`config.mk`:
```
export PLATFORM = sky130hd
export DESIGN_NAME = ipv4_header_receive_check
export DESIGN_NICKNAME = d
export VERILOG_FILES = /design/src/sv/ipv4hrc_pkg.sv /design/src/sv/ipv4_header_receive_check.sv
export SDC_FILE = /design/constraint.sdc
export NUM_CORES = 1
export LEC_CHECK = 0
export ABC_AREA = 1
export BUFFER_PORTS_ARGS = -buffer_cell sky130_fd_sc_hd__buf_4
export CAP_MARGIN = 15
export CORE_ASPECT_RATIO = 1.1
export CORE_UTILIZATION = 66
export CTS_CLUSTER_DIAMETER = 80
export DETAILED_ROUTE_END_ITERATION = 10
export PLACE_DENSITY = 0.86
export SKIP_LAST_GASP = 1
export SLEW_MARGIN = 20
export SYNTH_ARGS = -nofsm -noshare
export SYNTH_HDL_FRONTEND = slang
export SYNTH_SLANG_ARGS = --single-unit
```
`constraint.sdc`:
```
create_clock -name clk -period 14.4 [get_ports clk]
set_input_delay 2.16 -clock clk [delete_from_list [all_inputs] [get_ports clk]]
set_output_delay 2.16 -clock clk [all_outputs]
set_load 0.03 [all_outputs]
```
`src/sv/ipv4hrc_pkg.sv`:
```
// ----------------------------------------------------------------------------
// ipv4hrc_pkg
// Shared types and constants for the IPv4 header receive check.
// ----------------------------------------------------------------------------
`default_nettype none

package ipv4hrc_pkg;

  localparam int MAX_HEADER_BYTES = 60;

  localparam logic [3:0]  IP_VERSION      = 4'd4;
  localparam logic [3:0]  MIN_IHL         = 4'd5;
  localparam logic [5:0]  POS_TTL         = 6'd8;
  localparam logic [5:0]  POS_DEST_FIRST  = 6'd16;
  localparam logic [5:0]  POS_DEST_LAST   = 6'd19;
  localparam logic [31:0] BROADCAST_ADDR  = 32'hffff_ffff;
  localparam logic [15:0] CHECKSUM_GOOD   = 16'hffff;
  localparam logic [6:0]  MAX_HDR_BYTES_W = 7'(MAX_HEADER_BYTES);

  typedef enum logic [2:0] {
    VERDICT_ACCEPT   = 3'd0,
    VERDICT_VERSION  = 3'd1,
    VERDICT_HEADLEN  = 3'd2,
    VERDICT_TTL      = 3'd3,
    VERDICT_DEST     = 3'd4,
    VERDICT_CHECKSUM = 3'd5
  } verdict_t;

endpackage

`default_nettype wire

```
`src/sv/ipv4_header_receive_check.sv`:
```
// ----------------------------------------------------------------------------
// ipv4_header_receive_check
// Byte-serial IPv4 header validation: version, header length, TTL,
// destination and header checksum, one verdict per packet.
// ----------------------------------------------------------------------------
//  channel   direction  handshake            payload
//  in        receive    in_valid/in_ready    data_byte[7:0], start_of_packet
//  out       send       out_valid/out_ready  verdict[2:0]
//  cfg       receive    cfg_write            cfg_data[31:0] (local address)
//
//  One byte per cycle while no verdict waits unaccepted; the byte that
//  decides a verdict passes the input register, then the result register.
//  The input register holds while a verdict waits unaccepted; with the
//  result side ready, a byte is taken every cycle.
//  Reset leaves the block idle until a start-of-packet byte.
// ----------------------------------------------------------------------------
`default_nettype none

module ipv4_header_receive_check
  import ipv4hrc_pkg::*;
(
  input  wire logic        clk,
  input  wire logic        rst,
  input  wire logic        cfg_write,
  input  wire logic [31:0] cfg_data,
  input  wire logic        in_valid,
  output      logic        in_ready,
  input  wire logic [7:0]  data_byte,
  input  wire logic        start_of_packet,
  output      logic        out_valid,
  input  wire logic        out_ready,
  output      logic [2:0]  verdict
);

  logic [31:0] local_address;

  logic        s_valid;
  logic [7:0]  s_data;
  logic        s_start;

  logic [5:0]  byte_position;
  logic [3:0]  header_words;
  logic [20:0] sum_accumulator;
  logic [7:0]  pending_high_byte;
  logic [31:0] destination_shift;
  logic        verdict_given;

  verdict_t    out_verdict;

  logic        advance;
  logic        update;
  logic [5:0]  p;
  logic [3:0]  hw;
  logic [20:0] sum;
  logic [7:0]  pend;
  logic [31:0] dshift;

  logic [5:0]  byte_position_next;
  logic [3:0]  header_words_next;
  logic [20:0] sum_accumulator_next;
  logic [7:0]  pending_high_byte_next;
  logic [31:0] destination_shift_next;
  logic [6:0]  hdr_bytes;
  logic [16:0] fold1;
  logic [15:0] fold2;
  logic        done;
  verdict_t    v;

  assign advance  = !out_valid || out_ready;
  assign in_ready = !s_valid || advance;
  assign update   = s_valid && advance && (s_start || !verdict_given);

  always_comb begin
    p      = s_start ? '0 : byte_position;
    hw     = s_start ? '0 : header_words;
    sum    = s_start ? '0 : sum_accumulator;
    pend   = s_start ? '0 : pending_high_byte;
    dshift = s_start ? '0 : destination_shift;

    pending_high_byte_next = pend;
    sum_accumulator_next   = sum;
    if (!p[0]) begin
      pending_high_byte_next = s_data;
    end else begin
      sum_accumulator_next = sum + {5'd0, pend, s_data};
    end

    destination_shift_next = dshift;
    if (p >= POS_DEST_FIRST && p <= POS_DEST_LAST) begin
      destination_shift_next = {dshift[23:0], s_data};
    end

    header_words_next = hw;
    done = 1'b0;
    v    = VERDICT_ACCEPT;
    if (p == '0) begin
      header_words_next = s_data[3:0];
      if (s_data[7:4] != IP_VERSION) begin
        v    = VERDICT_VERSION;
        done = 1'b1;
      end else if (s_data[3:0] < MIN_IHL ||
                   {1'b0, s_data[3:0], 2'b00} > MAX_HDR_BYTES_W) begin
        v    = VERDICT_HEADLEN;
        done = 1'b1;
      end
    end else if (p == POS_TTL) begin
      if (s_data == '0) begin
        v    = VERDICT_TTL;
        done = 1'b1;
      end
    end

    hdr_bytes = {1'b0, header_words_next, 2'b00};
    fold1     = {1'b0, sum_accumulator_next[15:0]} + {12'd0, sum_accumulator_next[20:16]};
    fold2     = fold1[15:0] + {15'd0, fold1[16]};

    if (!done && p == POS_DEST_LAST) begin
      if (destination_shift_next != local_address &&
          destination_shift_next != BROADCAST_ADDR) begin
        v    = VERDICT_DEST;
        done = 1'b1;
      end
    end

    if (!done && p >= POS_DEST_LAST && ({1'b0, p} + 7'd1) == hdr_bytes) begin
      v    = (fold2 == CHECKSUM_GOOD) ? VERDICT_ACCEPT : VERDICT_CHECKSUM;
      done = 1'b1;
    end

    byte_position_next = p + 6'd1;
  end

  always_ff @(posedge clk) begin
    if (rst) begin
      local_address <= '0;
    end else if (cfg_write) begin
      local_address <= cfg_data;
    end
  end

  always_ff @(posedge clk) begin
    if (rst) begin
      s_valid <= 1'b0;
    end else if (in_ready) begin
      s_valid <= in_valid;
    end
  end

  always_ff @(posedge clk) begin
    if (in_ready && in_valid) begin
      s_data  <= data_byte;
      s_start <= start_of_packet;
    end
  end

  always_ff @(posedge clk) begin
    if (rst) begin
      byte_position <= '0;
      verdict_given <= 1'b1;
    end else if (update) begin
      byte_position <= byte_position_next;
      verdict_given <= done;
    end
  end

  always_ff @(posedge clk) begin
    if (update) begin
      header_words      <= header_words_next;
      sum_accumulator   <= sum_accumulator_next;
      pending_high_byte <= pending_high_byte_next;
      destination_shift <= destination_shift_next;
    end
  end

  always_ff @(posedge clk) begin
    if (rst) begin
      out_valid <= 1'b0;
    end else if (advance) begin
      out_valid <= update && done;
    end
  end

  always_ff @(posedge clk) begin
    if (update && done) begin
      out_verdict <= v;
    end
  end

  assign verdict = out_verdict;

endmodule

`default_nettype wire
```
# After elaboration in Yosys (flattened, before gate mapping)
# Cells that the tools add are included.
# totals
ff_bits,118
input_bits,46
# op_classes
order_cmp,4
reduce_logical,19
eq_ne,7
add_sub_neg,5
muxes,26
# op_table
op,n
two-way mux 32 bit,2
two-way mux 21 bit,2
inequality test 32 bit,1
"inequality test 32 bit, second input constant",1
adder 21 x 16 -> 21 bit,1
adder 16 x 5 -> 17 bit,1
adder 16 x 1 -> 16 bit,1
"equality test 16 bit, second input constant",1
two-way mux 8 bit,2
two-way mux 3 bit,5
"greater-or-equal comparator 6 x 5 -> 1 bit, second input constant",2
logical AND 1 bit,9
zero test 8 bit,1
two-way mux 1 bit,8
two-way mux 2 bit,4
two-way mux 4 bit,2
"adder 6 x 1 -> 7 bit, second input constant",1
equality test 7 x 6 -> 1 bit,1
"adder 6 x 1 -> 6 bit, second input constant",1
"equality test 6 x 4 -> 1 bit, second input constant",1
"equality test 6 x 5 -> 1 bit, second input constant",1
"less-or-equal comparator 6 x 5 -> 1 bit, second input constant",1
zero test 6 bit,1
two-way mux 6 bit,1
4 further kinds,10

# Longest topological paths before layout
# logic_depth
word_depth,13
depth_mapped,47
mapped_depth_nobuf,44

# Worst setup path after synthesis
# No wires, ideal clock.
# synth_timing
path_kind,register to register
from,register s_start
to,register out_verdict[0] (netlist: verdict[0]) (data pin)
t_required_ns,14.143
t_arrival_ns,5.384
setup_ns,0.257
path_slack_ns,8.760
stages_incl_launch_ff,46
cell_sequence,edfxtp_1 inv_2 buf_6 buf_6 buf_2 buf_1 nand2_1 inv_1 ha_1 nand3_2 inv_2 nand3_2 nand2_1 nand3_1 nand2_1 nand3_1 nand2_1 nand3_1 [... 10 more ...] nand3_1 inv_1 nand2_1 nor2_1 ha_1 ha_1 and2_1 nand3b_1 nor4_1 nand2_1 a21oi_1 nand2_1 nor2_1 nand2_1 nor2_1 nand3_1 nand2_1 nand2_1
# synth_between
elab_cells_between_ends,39
classes_between,add/sub: 4; order compare: 3; eq/ne: 6; mux: 18; reduce/logical: 8
# synth_rtl
item,line,text
from (decl),ipv4_header_receive_check.sv:39,logic s_start;
from (signal assigned),ipv4_header_receive_check.sv:152,s_start <= start_of_packet;
two-way mux 21 bit / two-way mux 8 bit (equally long branches),"ipv4_header_receive_check.sv:76, ipv4_header_receive_check.sv:77",
adder 21 x 16 -> 21 bit,ipv4_header_receive_check.sv:85,"sum_accumulator_next = sum + {5'd0, pend, s_data};"
two-way mux 21 bit (*),ipv4_header_receive_check.sv:82,if (!p[0]) begin
via sum_accumulator_next[17],ipv4_header_receive_check.sv:60,logic [20:0] sum_accumulator_next;
adder 16 x 5 -> 17 bit (*),ipv4_header_receive_check.sv:114,"fold1 = {1'b0, sum_accumulator_next[15:0]} + {12'd0, sum_accumulator_next[20:16]};"
adder 16 x 1 -> 16 bit (*),ipv4_header_receive_check.sv:115,"fold2 = fold1[15:0] + {15'd0, fold1[16]};"
equality test 16 bit (*),ipv4_header_receive_check.sv:126,v = (fold2 == CHECKSUM_GOOD) ? VERDICT_ACCEPT : VERDICT_CHECKSUM;
two-way mux 3 bit (*),ipv4_header_receive_check.sv:126,
two-way mux 3 bit (*),ipv4_header_receive_check.sv:125,"if (!done && p >= POS_DEST_LAST && ({1'b0, p} + 7'd1) == hdr_bytes) begin"
via v[0],ipv4_header_receive_check.sv:67,verdict_t v;
to (signal assigned),ipv4_header_receive_check.sv:185,out_verdict <= v;
to (decl),ipv4_header_receive_check.sv:48,verdict_t out_verdict;
# The timed path passes the listed nets; every way through them passes the cells marked *.
# A chain may end at the register's enable or synchronous reset.

# Worst setup path after layout
# layout_timing
from,register s_start
to,register out_verdict[2] (netlist: verdict[2]) (data pin)
# The elaborated chain is that of the path after synthesis.

==> results.cfg <==
[routing]
vias = 6865
routed_via_density = 5.68
wire_per_inst_um = 15.7
drtIter0Drc = 735
ant_nets = 0
wl_um = 18900
drc = 0
dr.pass1.iters = 5

[yosys]
synth-simple-area-share_pct = 32.0
syn-num-nets = 1073
synth-xor-area-share_pct = 4.50
syn-cell-area_um2 = 7590
yosysTopAreaCellShare_pct = 30.5
ys_ff_latch = 118
synth.area.top_cells = edfxtp_1, nand2_1, dfxtp_1
ys_seq_area_share_pct = 41.3
ys_top_cells_by_count = nand2_1, nor2_1, inv_1
synth-main-ff-cell = edfxtp_1
async_flop_share_pct = 0
synth_mux_area_share_pct = 0
synth_edf_count = 77
yosys_warnings = 0
synth-compound-area-share_pct = 10.2
syn_inst = 1004
syn_area_per_cell_um2 = 7.56
synthAdderAreaFrac_pct = 3.89
synth.distinct_cells = 46
synth.largest_area_cell = edfxtp_1
synth_top_family_by_area = simple AND/OR/NAND/NOR gates
yosysMostFrequentCell = nand2_1

[worst_hold_path]
hold_path.class = flop to flop
hold_end = verdict_given$_SDFFE_PP1P_
hold_path_depth = 2
hp-start = verdict_given$_SDFFE_PP1P_

[placed_design]
routabilityCongestion = 0.953
placed_cell_area_um2 = 8040
dp_cells = 1176
pre_cts_slack_ps = 7790
io_buffer_count = 50
place.detailed.hpwl_um = 13100

[cts]
clkTransAtPathRegs_ps = 60
cts.repair.resized = 0
cts_root_buffer = clkbuf_16
holdBufCountCts = 0
cts_made_buffers = 17
post_cts_buffers = 0
htreeDepth = 4
cts_buffer_depth = 2
clock-sinks = 118
clock_latency_ps = 420
cts_tree = built

[sta]
hold_viol_final = 0
setup_slack_ps = 7710
fmax_ghz = 0.149
final.setup_skew_ps = 8.25
rsz0062_at_grt = false
slew_violations = 0
setup_viol = 0
max_slew_margin_pct = 37.6
worst_pin_slew_ps = 936
period_share_pct = 46.5
fin_crit_ps = 6690
timing.setup.tns_ps = 0

[setup_path]
cp_data_required_time_ps = 14570
slowest_stage = edfxtp_1
worstPathMaxFanout = 22
path_common_cell = nand2_1
path_class = flop to flop
cpPeakStageDelay_ps = 960
r2r_setup_slack_ps = 7710
start_kind = flop
rr_endpoint = verdict[2]$_DFFE_PP_
ff2ff_path_depth = 40
endpoint_kind = flop
r2r_start = s_start$_DFFE_PP_
crit_arrival_ps = 6870

[die]
die_h_um = 114
rows = 40
io_pins = 51
die_w_um = 104
die_area_um2 = 11900
start_util_pct = 68.6
coreArea_um2 = 11100

[layout]
area_growth_pct = 13.8
drive_above_1_share_pct = 14.8
antennaDiodeCount = 0
final_cells = 1208
fin_area_um2 = 8640
nNetsFinal = 1117

[power_and_ir_drop]
p_sw_share_pct = 27.8
powerDensity_nw_per_um2 = 113
p_int_w = 0.000703
p_clk_share_pct = 44.8
pwr-share-comb_pct = 14.7
peakVddDrop_v = 0.000127
p_total_w = 0.000974
pwr-share-seq_pct = 40.5
power.switching_w = 0.000270
leakage_nw = 4.00

[status]
status = complete, no violations

[job]
max-cap-violations = 0

[global_routing]
grt_pass1_vias = 6562
grt_util_all_layers_pct = 33.9
grt_pass1_wl_um = 31500
antenna_found_initial = 0
grt_remaining_overflow = 0
grt_start_max_net_pins = 69
## through the flow
| stage | hold slack, ps | utilization, % |
|---|---|---|
| after global placement | 449 | 72.7 |
| after CTS | 470 | 78.1 |
| after floorplan | 434 | - |
| after detailed placement | 456 | 72.7 |
| final | 466 | 78.1 |
| after global routing | 481 | 78.1 |
## how the worst max path moves through the flow
stage / startpoint / slack (ps) / to
after detailed placement: s_start$_DFFE_PP_ / 7790 / verdict[0]$_DFFE_PP_
after global placement: s_start$_DFFE_PP_ / 8040 / verdict[2]$_DFFE_PP_
after CTS: s_start$_DFFE_PP_ / 7780 / verdict[2]$_DFFE_PP_
after floorplan: s_start$_DFFE_PP_ / 8760 / verdict[0]$_DFFE_PP_
after global routing: s_start$_DFFE_PP_ / 6930 / verdict[0]$_DFFE_PP_
final: s_start$_DFFE_PP_ / 7710 / verdict[2]$_DFFE_PP_
## metal layers
layer  vias to the layer above  GRT usage (%)  part of all wire (%)
li1                       3380              -                     -
met1                      3107           41.3                    39
met2                       319           59.9                    49
met3                        59           5.98                   8.5
met4                         0           13.9                   3.4
met5                         -              0                     0
## worst max-delay path: cells and delay by family, from the launching register on
family	cells	cell delay [ps]
fa+ha+maj	5	1400
compound gates	5	710
buf+inv	3	520
flops	1	960
simple gates	27	2830
## cells in the final DEF, fill, tap and decap left out, types with 2 or more instances in the layout
cell type,netlist,routed
nand3_1,83,83
inv_2,9,9
edfxtp_1,77,77
ha_1,22,22
o21ai_1,17,17
clkinv_4,0,4
xnor2_1,15,15
nand3b_1,5,5
o21ai_2,2,2
inv_4,0,4
or2_2,10,10
nor2_2,4,4
nor2_1,132,131
nand3_2,11,11
a21oi_4,4,4
nand2_1,230,230
nor2_4,7,8
nand2_4,3,3
a21oi_2,4,4
clkbuf_16,0,17
nand4_1,17,17
o21ai_0,71,71
a21oi_1,27,27
xor2_1,24,24
nand2_2,16,16
inv_1,114,114
buf_4,1,54
dfxtp_1,41,41
nor3_1,5,5
clkinv_1,3,4
o21bai_1,2,2
nor4_1,7,7
bufinv_16,0,3
## logic make-up after synthesis
group	after synthesis
flops	118
simple gates	534
fa+ha+maj	23
compound gates	135
buf+inv	155
xor+xnor	39
## registers in the layout, summed over array words and instances, names as in the netlist
name and count:
byte_position 6, destination_shift 32, header_words 4, local_address 32
out_valid 1, pending_high_byte 8, s_data 8, s_start 1
s_valid 1, sum_accumulator 21, verdict 3, verdict_given 1
## area by class of cell
class	instances	area, um2
clock inverters	15	175
well taps	147	184
fillers	774	2420
repair buffers	54	405
inverters	126	473
multi-input cells	731	3840
clock buffers	17	425
flip-flops and latches	118	3130
## power groups by stage
stage                     Clock [W]  Combinational (W)  Sequential [W]
after global placement            0           0.000135        0.000400
after floorplan                   0           0.000103        0.000396
after global routing       0.000449           0.000160        0.000396
final                      0.000436           0.000143        0.000395
after detailed placement          0           0.000138        0.000400
after CTS                  0.000435           0.000141        0.000394
Note: power is estimated with default switching activity, not from simulation.
